==> config.mk <==
export PLATFORM = sky130hd
export DESIGN_NAME = aat_fifo
export DESIGN_NICKNAME = d
export VERILOG_FILES = /design/src/design/aat_pkg.sv /design/src/design/aat_fifo.sv
export SDC_FILE = /design/constraint.sdc
export NUM_CORES = 2
export LEC_CHECK = 0
export BUFFER_PORTS_ARGS = -buffer_cell sky130_fd_sc_hd__buf_2
export CAP_MARGIN = 0
export CELL_PAD_IN_SITES_DETAIL_PLACEMENT = 1
export CELL_PAD_IN_SITES_GLOBAL_PLACEMENT = 2
export CORE_AREA = 2 2 620 622
export CTS_BUF_LIST = sky130_fd_sc_hd__clkbuf_4
export DETAILED_ROUTE_END_ITERATION = 6
export DIE_AREA = 0 0 622 624
export PLACE_DENSITY_LB_ADDON = 0.1
export SLEW_MARGIN = 20
export SYNTH_ARGS = -nofsm -noshare
export SYNTH_HDL_FRONTEND = slang
export SYNTH_SLANG_ARGS = --single-unit
==> constraint.sdc <==
create_clock -name clk -period 44.2 [get_ports clk]
set_input_delay 2.21 -clock clk [delete_from_list [all_inputs] [get_ports clk]]
set_output_delay 2.21 -clock clk [all_outputs]
set_load 0.005 [all_outputs]
==> src/design/aat_pkg.sv <==
// Shared constants, types and register codes of the box transform.
package aat_pkg;

    localparam int COORD_WIDTH    = 24;
    localparam int COEF_WIDTH     = 16;
    localparam int COORD_FRAC     = 8;
    localparam int COEF_FRAC      = 12;
    localparam int LANE_BITS      = 16;
    localparam int NUM_LANES      = 4;
    localparam int ROW_WIDTH      = LANE_BITS * NUM_LANES;
    localparam int NUM_AXES       = 3;
    localparam int NUM_REGS       = 3;
    localparam int CFG_IDX_WIDTH  = 2;
    localparam int PROD_WIDTH     = COORD_WIDTH + COEF_WIDTH;
    localparam int TRANS_WIDTH    = COEF_WIDTH + COORD_FRAC;
    localparam int ACC_WIDTH      = PROD_WIDTH + 2;
    localparam int RND_WIDTH      = ACC_WIDTH - COEF_FRAC;
    localparam int FIFO_DEPTH     = 4;
    localparam int FIFO_PTR_WIDTH = $clog2(FIFO_DEPTH);
    localparam int FIFO_LVL_WIDTH = FIFO_PTR_WIDTH + 1;

    // register indexes
    localparam logic [CFG_IDX_WIDTH-1:0] REG_ROW_X = CFG_IDX_WIDTH'(0);
    localparam logic [CFG_IDX_WIDTH-1:0] REG_ROW_Y = CFG_IDX_WIDTH'(1);
    localparam logic [CFG_IDX_WIDTH-1:0] REG_ROW_Z = CFG_IDX_WIDTH'(2);

    // identity matrix rows, zero translation
    localparam logic [ROW_WIDTH-1:0] ROW_X_RESET = ROW_WIDTH'(1) << COEF_FRAC;
    localparam logic [ROW_WIDTH-1:0] ROW_Y_RESET = ROW_WIDTH'(1) << (COEF_FRAC + LANE_BITS);
    localparam logic [ROW_WIDTH-1:0] ROW_Z_RESET =
        ROW_WIDTH'(1) << (COEF_FRAC + 2 * LANE_BITS);

    typedef logic signed [COORD_WIDTH-1:0] coord_t;
    typedef logic signed [COEF_WIDTH-1:0]  coef_t;
    typedef logic signed [PROD_WIDTH-1:0]  prod_t;
    typedef logic signed [TRANS_WIDTH-1:0] trans_t;

    // per-term extremes of one box: [axis][column]
    typedef struct packed {
        prod_t [NUM_AXES-1:0][NUM_AXES-1:0] lo;
        prod_t [NUM_AXES-1:0][NUM_AXES-1:0] hi;
        trans_t [NUM_AXES-1:0]              trans;
    } term_t;

    typedef struct packed {
        logic  push;
        term_t term;
    } push_t;

    typedef struct packed {
        logic  valid;
        term_t term;
    } pop_t;

endpackage

==> src/design/aat_fifo.sv <==
// Short queue of classified terms between the front and back parts.
module aat_fifo (
    input  logic                               clk,
    input  logic                               rst_n,
    input  aat_pkg::push_t                     wr,
    output aat_pkg::pop_t                      rd,
    output logic [aat_pkg::FIFO_LVL_WIDTH-1:0] level
);
    import aat_pkg::*;

    term_t                     mem [FIFO_DEPTH];
    logic [FIFO_PTR_WIDTH-1:0] wr_ptr_reg, wr_ptr_next;
    logic [FIFO_PTR_WIDTH-1:0] rd_ptr_reg, rd_ptr_next;
    logic [FIFO_LVL_WIDTH-1:0] level_reg, level_next;
    logic                      rd_vld_reg;
    term_t                     rd_data_reg;
    logic                      pop;

    // the back part never stalls: drain whenever a word is held
    assign pop = (level_reg != '0);

    always_comb
    begin
        wr_ptr_next = wr_ptr_reg;
        rd_ptr_next = rd_ptr_reg;
        if (wr.push)
        begin
            wr_ptr_next = (wr_ptr_reg == FIFO_PTR_WIDTH'(FIFO_DEPTH - 1)) ?
                          '0 : wr_ptr_reg + FIFO_PTR_WIDTH'(1);
        end
        if (pop)
        begin
            rd_ptr_next = (rd_ptr_reg == FIFO_PTR_WIDTH'(FIFO_DEPTH - 1)) ?
                          '0 : rd_ptr_reg + FIFO_PTR_WIDTH'(1);
        end
        level_next = level_reg + FIFO_LVL_WIDTH'(wr.push) - FIFO_LVL_WIDTH'(pop);
    end

    always_ff @(posedge clk or negedge rst_n)
    begin
        if (!rst_n)
        begin
            wr_ptr_reg <= '0;
            rd_ptr_reg <= '0;
            level_reg  <= '0;
            rd_vld_reg <= 1'b0;
        end
        else
        begin
            wr_ptr_reg <= wr_ptr_next;
            rd_ptr_reg <= rd_ptr_next;
            level_reg  <= level_next;
            rd_vld_reg <= pop;
        end
    end

    always_ff @(posedge clk)
    begin
        if (wr.push)
        begin
            mem[wr_ptr_reg] <= wr.term;
        end
        if (pop)
        begin
            rd_data_reg <= mem[rd_ptr_reg];
        end
    end

    assign rd.valid = rd_vld_reg;
    assign rd.term  = rd_data_reg;
    assign level    = level_reg;

endmodule

==> flow_metrics.env <==
export IMPL_critical_path_max_fanout=57
export IMPL_cts_tree="yes"
export IMPL_crit_buf_inv=5
export IMPL_fin_skew_ns=0.0963
export IMPL_end_kind="register"
export IMPL_setup_viol_count_final=0
export IMPL_powerDensity_mw_per_mm2=68.8
export IMPL_cp_slowest_stage_delay_ns=0.87
export IMPL_cts_made_buffers=1150
export IMPL_p_leak_nw=57.4
export IMPL_postCtsSetupRepairBufs=0
export IMPL_yosysSeqAreaShare_pct=86.0
export IMPL_dieArea_mm2=0.388
export IMPL_grt_total_usage_pct=20.2
export IMPL_io_buffers=1590
export IMPL_cts_root_buf="clkbuf_4"
export IMPL_worstSetupPathType="input pin to register"
export IMPL_core_area_mm2=0.381
export IMPL_arrival_ns=6.34
export IMPL_critPathLaunchType="input pin"
export IMPL_io_pins=1591
export IMPL_grt_overflow_total=0
export IMPL_ys_warnings_count=0
export IMPL_synth_cell_types=18
export IMPL_syn_avg_cell_area_um2=27.9
export IMPL_final_hold_violation_count=0
export IMPL_drtIter0Drc=4571
export IMPL_cap_violations=0
export IMPL_routed_wl_um=393000
export IMPL_cp_cell_sequence="buf_2, and2_4, buf_4, buf_4, buf_4, buf_4"
export IMPL_syn_area_mm2=0.139
export IMPL_clock_sinks=3968
export IMPL_synth_seq_cells=3968
export IMPL_synth_cells=4965
export IMPL_tns_ns=0
export IMPL_nets=8413
export IMPL_area_delta_synth_final_pct=19.9
export IMPL_ir_drop_mv=0.0496
export IMPL_cp_common_cell="buf_4"
export IMPL_filler_cell_count=35800
export IMPL_grt_pass1_vias=71900
export IMPL_report_final_slew_viol_count=0
export IMPL_drive_gt1_share_pct=50.4
export IMPL_grt_pass1_wl_um=541000
export IMPL_yosys_area_top_type="edfxtp_1"
export IMPL_multiInputGateArea_mm2=0.0181
export IMPL_syn_num_nets=5768
export IMPL_grt_start_max_net_pins=142
export IMPL_relSlewSlack_pct=15.8
export IMPL_slowest_stage="buf_4"
export IMPL_clock_path_buffers=5
export IMPL_final_common_cell="edfxtp_1"
export IMPL_hpwl_um=251000
export IMPL_die_w_um=622
export IMPL_tightest_slew_ns=1.26
export IMPL_dieHeight_um=624
export IMPL_wl_per_cell_um=29.2
export IMPL_largest_reg_flops=3168
export IMPL_first_pass_iters=5
export IMPL_placementRows=227
export IMPL_viasPerCell=4.88
export IMPL_postRouteAntennaNets=0
export IMPL_path_clk_slew_ns=0.06
export IMPL_regArea_mm2=0.119
export IMPL_worstSkewPairLatency_ns=1.56
export IMPL_gp_congestion=0.770
export IMPL_min_period_ns=5.20
export IMPL_cp_required_ns=45.34
export IMPL_ctsResizeCount=0
export IMPL_postCtsHoldBufs=0
export IMPL_h_tree_depth=7
export IMPL_fmaxAchievable_mhz=192
export IMPL_holdWs_ns=0.552
export IMPL_antenna_found_initial=388
export IMPL_drc=0
export IMPL_min_period_over_period_pct=11.8
export IMPL_initial_core_util_pct=36.3
export IMPL_yosysTopAreaCellShare_pct=85.8
export IMPL_layout_common_cells="edfxtp_1, clkbuf_4, buf_2"
export IMPL_num_vias=65700
export IMPL_rsz0062_at_grt="false"
export IMPL_cp_top_family="buffers and inverters"
export IMPL_status="complete, no violations"
export IMPL_worstHoldPathType="input pin to async pin"
export IMPL_synthTopCellsByArea="edfxtp_1, mux4_2, buf_6, buf_2, dfrtp_1"
==> routing by layer <==
| metal | global-route usage (%) | up-vias | part of all wire [%] |
|---|---|---|---|
| met5 | 0 | - | 0.23 |
| met4 | 11.4 | 138 | 4.8 |
| met3 | 7.87 | 1184 | 8.4 |
| met2 | 34.8 | 2703 | 52 |
| met1 | 21.2 | 34000 | 34 |
| li1 | - | 27700 | - |
==> report_power, final <==
| group | internal, mW | switching, mW |
|---|---|---|
| clock network | 1.76 | 1.47 |
| registers | 5.29 | 0.307 |
| logic | 1.05 | 1.54 |
==> synth_stat cells <==
master / instances
edfxtp_1: 3960
mux4_2: 792
buf_6: 73
buf_2: 72
buf_4: 17
clkbuf_1: 15
dfrtp_1: 8
ha_1: 7
inv_1: 6
and2_1: 4
mux2_2: 2
o21ai_0: 2
xnor2_1: 2
fa_1: 1
nand2_1: 1
nor2_1: 1
or3_1: 1
or3b_2: 1
==> layout make-up <==
type	instances	area share [%]
diodes	125	0.188
clock buffers	1643	7.43
clock inverters	195	0.649
inverters	6	0.0136
multi-input cells	814	10.9
flip-flops and latches	3968	71.7
well taps	5038	3.80
repair buffers	1670	5.33
==> path summary, 6_finish.rpt <==
path	startpoint	to	slack [ns]	depth (start not counted)
max in group asynchronous	rst_n	rd_ptr_reg[0]	43.35	1
worst max register to register	rd_ptr_reg[0]	rd[487]	39.14	5
min in group clk	mem[3][478]	rd[478]	0.56	1
worst min-delay path	rst_n	level[1]	0.55	1
worst min register to register	mem[3][478]	rd[478]	0.56	1
worst max-delay path	wr[792]	mem[2][148]	39.00	6
==> metrics by stage <==
| step | utilization, % | setup WS [ns] | cells | power, mW | area (um^2) |
|---|---|---|---|---|---|
| final | 43.6 | 39.00 | 13500 | 11.4 | 166000 |
| after CTS | 43.5 | 38.85 | 13300 | 11.7 | 166000 |
| after global routing | 43.5 | 38.52 | 13400 | 12.0 | 166000 |
| after global placement | 40.0 | 37.19 | 11500 | 8.37 | 152000 |
| after detailed placement | 40.0 | 37.26 | 11500 | 8.40 | 152000 |
| after floorplan | - | 23.00 | 4965 | 7.65 | 139000 |
==> logic make-up after synthesis <==
logic type      synth area share (%)
flops                           86.0
buf+inv                         1.00
fa+ha+maj                     0.0777
xor+xnor                      0.0126
compound gates               0.00723
mux                             12.9
simple gates                  0.0343
Power figures use the tool's default switching activity.
