`config.mk`:
```
export PLATFORM = sky130hd
export DESIGN_NAME = aat_back
export DESIGN_NICKNAME = d
export VERILOG_FILES = /design/src/design/aat_pkg.sv /design/src/design/aat_back.sv
export SDC_FILE = /design/constraint.sdc
export NUM_CORES = 2
export LEC_CHECK = 0
export BUFFER_PORTS_ARGS = -buffer_cell sky130_fd_sc_hd__buf_2
export CAP_MARGIN = 20
export CORE_AREA = 2 2 364 366
export CTS_CLUSTER_SIZE = 25
export DETAILED_ROUTE_END_ITERATION = 10
export DIE_AREA = 0 0 366 368
export PLACE_DENSITY = 0.43
export SLEW_MARGIN = 0
export SYNTH_ARGS = -nofsm -noshare
export SYNTH_HDL_FRONTEND = slang
export SYNTH_SLANG_ARGS = --single-unit
export TNS_END_PERCENT = 50
```
`constraint.sdc`:
```
create_clock -name clk -period 0.8 [get_ports clk]
set_input_delay 0.04 -clock clk [delete_from_list [all_inputs] [get_ports clk]]
set_output_delay 0.04 -clock clk [all_outputs]
set_load 0.005 [all_outputs]
```
`src/design/aat_pkg.sv`:
```
// Shared constants, types and register codes of the box transform.
package aat_pkg;

    localparam int COORD_WIDTH    = 24;
    localparam int COEF_WIDTH     = 16;
    localparam int COORD_FRAC     = 8;
    localparam int COEF_FRAC      = 12;
    localparam int LANE_BITS      = 16;
    localparam int NUM_LANES      = 4;
    localparam int ROW_WIDTH      = LANE_BITS * NUM_LANES;
    localparam int NUM_AXES       = 3;
    localparam int NUM_REGS       = 3;
    localparam int CFG_IDX_WIDTH  = 2;
    localparam int PROD_WIDTH     = COORD_WIDTH + COEF_WIDTH;
    localparam int TRANS_WIDTH    = COEF_WIDTH + COORD_FRAC;
    localparam int ACC_WIDTH      = PROD_WIDTH + 2;
    localparam int RND_WIDTH      = ACC_WIDTH - COEF_FRAC;
    localparam int FIFO_DEPTH     = 4;
    localparam int FIFO_PTR_WIDTH = $clog2(FIFO_DEPTH);
    localparam int FIFO_LVL_WIDTH = FIFO_PTR_WIDTH + 1;

    // register indexes
    localparam logic [CFG_IDX_WIDTH-1:0] REG_ROW_X = CFG_IDX_WIDTH'(0);
    localparam logic [CFG_IDX_WIDTH-1:0] REG_ROW_Y = CFG_IDX_WIDTH'(1);
    localparam logic [CFG_IDX_WIDTH-1:0] REG_ROW_Z = CFG_IDX_WIDTH'(2);

    // identity matrix rows, zero translation
    localparam logic [ROW_WIDTH-1:0] ROW_X_RESET = ROW_WIDTH'(1) << COEF_FRAC;
    localparam logic [ROW_WIDTH-1:0] ROW_Y_RESET = ROW_WIDTH'(1) << (COEF_FRAC + LANE_BITS);
    localparam logic [ROW_WIDTH-1:0] ROW_Z_RESET =
        ROW_WIDTH'(1) << (COEF_FRAC + 2 * LANE_BITS);

    typedef logic signed [COORD_WIDTH-1:0] coord_t;
    typedef logic signed [COEF_WIDTH-1:0]  coef_t;
    typedef logic signed [PROD_WIDTH-1:0]  prod_t;
    typedef logic signed [TRANS_WIDTH-1:0] trans_t;

    // per-term extremes of one box: [axis][column]
    typedef struct packed {
        prod_t [NUM_AXES-1:0][NUM_AXES-1:0] lo;
        prod_t [NUM_AXES-1:0][NUM_AXES-1:0] hi;
        trans_t [NUM_AXES-1:0]              trans;
    } term_t;

    typedef struct packed {
        logic  push;
        term_t term;
    } push_t;

    typedef struct packed {
        logic  valid;
        term_t term;
    } pop_t;

endpackage

```
`src/design/aat_back.sv`:
```
// Back part: sum terms, round, saturate and register the result box.
module aat_back (
    input  logic            clk,
    input  logic            rst_n,
    input  aat_pkg::pop_t   rd,
    output logic            done,
    output aat_pkg::coord_t out_min_x,
    output aat_pkg::coord_t out_min_y,
    output aat_pkg::coord_t out_min_z,
    output aat_pkg::coord_t out_max_x,
    output aat_pkg::coord_t out_max_y,
    output aat_pkg::coord_t out_max_z
);
    import aat_pkg::*;

    localparam logic signed [ACC_WIDTH-1:0] ROUND_BIAS = ACC_WIDTH'(1) << (COEF_FRAC - 1);
    localparam logic signed [RND_WIDTH-1:0] SAT_HI =
        {{(RND_WIDTH - COORD_WIDTH + 1){1'b0}}, {(COORD_WIDTH - 1){1'b1}}};
    localparam logic signed [RND_WIDTH-1:0] SAT_LO =
        {{(RND_WIDTH - COORD_WIDTH + 1){1'b1}}, {(COORD_WIDTH - 1){1'b0}}};

    logic   done_reg;
    coord_t mn_reg [NUM_AXES];
    coord_t mx_reg [NUM_AXES];
    coord_t mn_next [NUM_AXES];
    coord_t mx_next [NUM_AXES];

    function automatic coord_t round_sat(input logic signed [ACC_WIDTH-1:0] acc);
        logic signed [ACC_WIDTH-1:0] biased;
        logic signed [RND_WIDTH-1:0] r;
        biased = acc + ROUND_BIAS;
        r      = $signed(biased[ACC_WIDTH-1:COEF_FRAC]);
        if (r > SAT_HI)
        begin
            r = SAT_HI;
        end
        else if (r < SAT_LO)
        begin
            r = SAT_LO;
        end
        return r[COORD_WIDTH-1:0];
    endfunction

    always_comb
    begin
        for (int a = 0; a < NUM_AXES; a++)
        begin
            mn_next[a] = round_sat(ACC_WIDTH'(rd.term.lo[a][0]) + ACC_WIDTH'(rd.term.lo[a][1])
                                 + ACC_WIDTH'(rd.term.lo[a][2])
                                 + ACC_WIDTH'(rd.term.trans[a]));
            mx_next[a] = round_sat(ACC_WIDTH'(rd.term.hi[a][0]) + ACC_WIDTH'(rd.term.hi[a][1])
                                 + ACC_WIDTH'(rd.term.hi[a][2])
                                 + ACC_WIDTH'(rd.term.trans[a]));
        end
    end

    always_ff @(posedge clk or negedge rst_n)
    begin
        if (!rst_n)
        begin
            done_reg <= 1'b0;
        end
        else
        begin
            done_reg <= rd.valid;
        end
    end

    always_ff @(posedge clk)
    begin
        if (rd.valid)
        begin
            mn_reg <= mn_next;
            mx_reg <= mx_next;
        end
    end

    assign done      = done_reg;
    assign out_min_x = mn_reg[0];
    assign out_min_y = mn_reg[1];
    assign out_min_z = mn_reg[2];
    assign out_max_x = mx_reg[0];
    assign out_max_y = mx_reg[1];
    assign out_max_z = mx_reg[2];

endmodule

```
==> impl_metrics.toml <==
[synth]
synth_area_mm2 = 0.0332
synth-edff-count = 144
synth-async-reset-ratio_pct = 0.690
synth.area.top_cells = "sky130_fd_sc_hd__fa_1 (29%), sky130_fd_sc_hd__ha_1 (17%), sky130_fd_sc_hd__edfxtp_1 (13%)"
post_synth_num_cell_types = 97
netlist_instances = 3620
synth_top_cells_by_count = "sky130_fd_sc_hd__inv_1 (931), sky130_fd_sc_hd__fa_1 (480), sky130_fd_sc_hd__ha_1 (462), sky130_fd_sc_hd__a21oi_1 (252), sky130_fd_sc_hd__nand2_1 (204)"
ys.flop_type = "sky130_fd_sc_hd__edfxtp_1"
synth_area_per_cell_um2 = 9.17
ys.warnings.count = 0
synth_seq_area_share_pct = 13.1
synth_top_area_cell = "sky130_fd_sc_hd__fa_1"
postSynthNetCount = 5357
synth.most_common_cell = "sky130_fd_sc_hd__inv_1"
ys_seq_elements = 145
synth.top_cell.area_share_pct = 28.9

[status]
status = "finished with violations"
failed_checks = "setup timing"

[clock_network]
clockRootBuffer = "sky130_fd_sc_hd__clkbuf_16"
cts_made_buffers = 17
cts_tree = "built"
cts.path.max_buffers = 2
clock_tree.htree_level_count = 4
clkTransAtPathRegs_ns = 0.08
clock_tree_sinks = 145

[worst_setup_path]
classification_of_the_worst_setup_path = "input pin to flip-flop"
critical_path.max_fanout = 8
crit_path_top_delay_cell = "sky130_fd_sc_hd__fa_1"
critPathLaunchType = "input pin"
cp_slowest_stage_delay_ns = 0.55
cp_data_required_time_ns = 1.05
cp_top_family = "compound AO/OA/AOI/OAI gates"
worst-endpoint-arrival_ns = 4.54
crit_chain = "buf_8 -> clkinvlp_4 -> buf_12 -> buf_6 -> buf_8 -> fa_1 -> inv_2 -> fa_1 -> ha_4 -> ha_4 -> a21o_4 -> a21oi_4 -> a31oi_4 -> or2_4 -> o32a_1 -> a221oi_2 -> o21bai_1 -> xnor2_2 -> o41ai_4 -> buf_6 -> a31o_2"
critical_path.n_buffers_inverters = 7
cp-end-kind = "flip-flop"

[detailed_routing]
routed_via_density = 4.39
initialDrtViolationCount = 1124
vias = 31600
finalWirelength_mm = 132
route.detailed.drc = 0
detail_route.first_pass.iterations = 5
antenna_violation_net_count_after_detailed_routing = 0
avgRoutedWirePerCell_um = 18.3

[sta]
timing_max_transition_violations_final = 0
final_min_period_over_clock_period_pct = 537
setup-violations-final = 291
finalWorstPathRequiredPeriod_ns = 4.29
max_freq_mhz = 233
slew-limit-headroom_pct = 56.4
tns_ns = -526.06
max_slew.worst_pin.slew_ns = 0.654
hold_viol = 0
final.setup.worst_slack_ns = -3.49
rsz0062_at_grt = "true"

[placement]
placedCellCount = 7040
dp_hpwl_mm = 116
io_buffer_count = 939
place.gp.congestion = 0.926

[flow_run]
drv.max_cap_violation_count = 0

[worst_hold_path]
min_path_type = "input pin to flip-flop"

[floorplanning]
fp.dieW_um = 366
floorplan.core_area_mm2 = 0.131
dieArea_mm2 = 0.135
die_y_um = 368
initial_utilization_pct = 25.4
io_pins = 940
std_cell_rows = 133

[pwr]
power_leakage_nw = 26.3
power_density_mw_per_mm2 = 3600
finalPower_mw = 187
vdd_drop_max_mv = 2.08

[global_routing]
first_pass_grt_wire_length_mm = 199
grtUsageTotal_pct = 19.3
antenna_found_initial = 26
pin_count_of_the_biggest_net_entering_global_routing = 32
grt_overflow = 0
first_global_vias = 34000

[cells_and_area]
regArea_mm2 = 0.00435
share_of_final_layout_standard_cells_stronger_than_drive_strength_1_pct = 45.3
layout-area-overhead-vs-synth_pct = 56.6
layoutNonFillerInstCount = 7202
nFillCells = 13400
multi_input_area_mm2 = 0.0285
finalNetCount = 7165
[layout by cell type, fill, tap and decap left out, types with 16 or more instances in the layout]
cell type / count
sky130_fd_sc_hd__a21o_1: 106
sky130_fd_sc_hd__a21oi_1: 174
sky130_fd_sc_hd__a21oi_2: 106
sky130_fd_sc_hd__a21oi_4: 16
sky130_fd_sc_hd__buf_12: 49
sky130_fd_sc_hd__buf_2: 921
sky130_fd_sc_hd__buf_4: 803
sky130_fd_sc_hd__buf_6: 57
sky130_fd_sc_hd__clkbuf_16: 19
sky130_fd_sc_hd__edfxtp_1: 144
sky130_fd_sc_hd__fa_1: 455
sky130_fd_sc_hd__fa_2: 25
sky130_fd_sc_hd__ha_1: 324
sky130_fd_sc_hd__ha_4: 128
sky130_fd_sc_hd__inv_1: 889
sky130_fd_sc_hd__inv_2: 33
sky130_fd_sc_hd__nand2_1: 178
sky130_fd_sc_hd__nand2_2: 16
sky130_fd_sc_hd__nand3_1: 38
sky130_fd_sc_hd__nand4_1: 49
sky130_fd_sc_hd__nor2_1: 102
sky130_fd_sc_hd__nor2b_1: 17
sky130_fd_sc_hd__nor3_1: 19
sky130_fd_sc_hd__o21a_1: 18
sky130_fd_sc_hd__o21ai_0: 75
sky130_fd_sc_hd__o21ai_1: 33
sky130_fd_sc_hd__o21ai_2: 50
sky130_fd_sc_hd__o21bai_1: 33
sky130_fd_sc_hd__xnor2_1: 88
sky130_fd_sc_hd__xor2_1: 81
[power by group]
| group | internal, mW | switching (mW) |
|---|---|---|
| clock network | 4.69 | 4.20 |
| logic | 82.1 | 78.3 |
| registers | 16.0 | 2.05 |
| total | 103 | 84.5 |
[metrics by stage]
step	setup WS, ns	hold WS, ns	util, %	area [µm²]
after global placement	-4.36	-0.184	35.4	46400
after floorplan	-3.90	-0.256	-	33500
after CTS	-3.54	0.00879	38.7	50700
after detailed placement	-4.43	-0.183	35.4	46400
final	-3.49	0.0710	39.8	52000
after global routing	-3.63	0.0436	39.8	52000
[logic make-up (layout without fill, tap and decap cells)]
kind of cell / after synthesis / in the layout / share of synthesized area, %
other: 0 / 7 / 0
buffers and inverters: 999 / 2819 / 11.7
AOI/OAI and AO/OA: 786 / 786 / 15.7
and+or+nand+nor: 562 / 562 / 8.27
xor gates and xnor gates: 186 / 186 / 4.95
DFF: 145 / 145 / 13.1
adders and majority gates: 942 / 942 / 46.3
[worst paths after layout]
| path | startpoint | end | slack [ns] | depth (start not counted) |
|---|---|---|---|---|
| worst max-delay path | rd[71] | out_min_z[22] | -3.49 | 21 |
| worst min-delay path | rd[792] | out_max_y[16] | 0.07 | 2 |
| max in group asynchronous | rst_n | done | 0.33 | 3 |
| min in group asynchronous | rst_n | done | 0.37 | 3 |
[layout make-up]
type                       count  area share, %
multi-input combinational   2476           54.8
timing repair buffer        1857           24.7
sequential                   145           8.36
inverter                     931           6.77
tap                         1755           4.22
clock buffer                  17          0.818
clock inverter                14          0.327
antenna                        7         0.0337
[per-layer routing]
layer	global-route usage, %	part of all wire (%)	vias to the layer above
met3	2.98	4.0	112
met2	35.9	52	738
li1	-	-	15500
met4	3.51	1.8	20
met5	0	0.097	-
met1	23.5	42	15200
[what timing repair did]
item | CTS | global route
pin swaps | 184 | 174
hold endpoints to repair | 4 | 2
hold buffers | 3 | 2
buffers inserted | 76 | 39
resized for setup | 456 | 234
gates cloned | 20 | 2
endpoints found under the setup margin | 289 | 316
(Power assumes the default switching activity.)
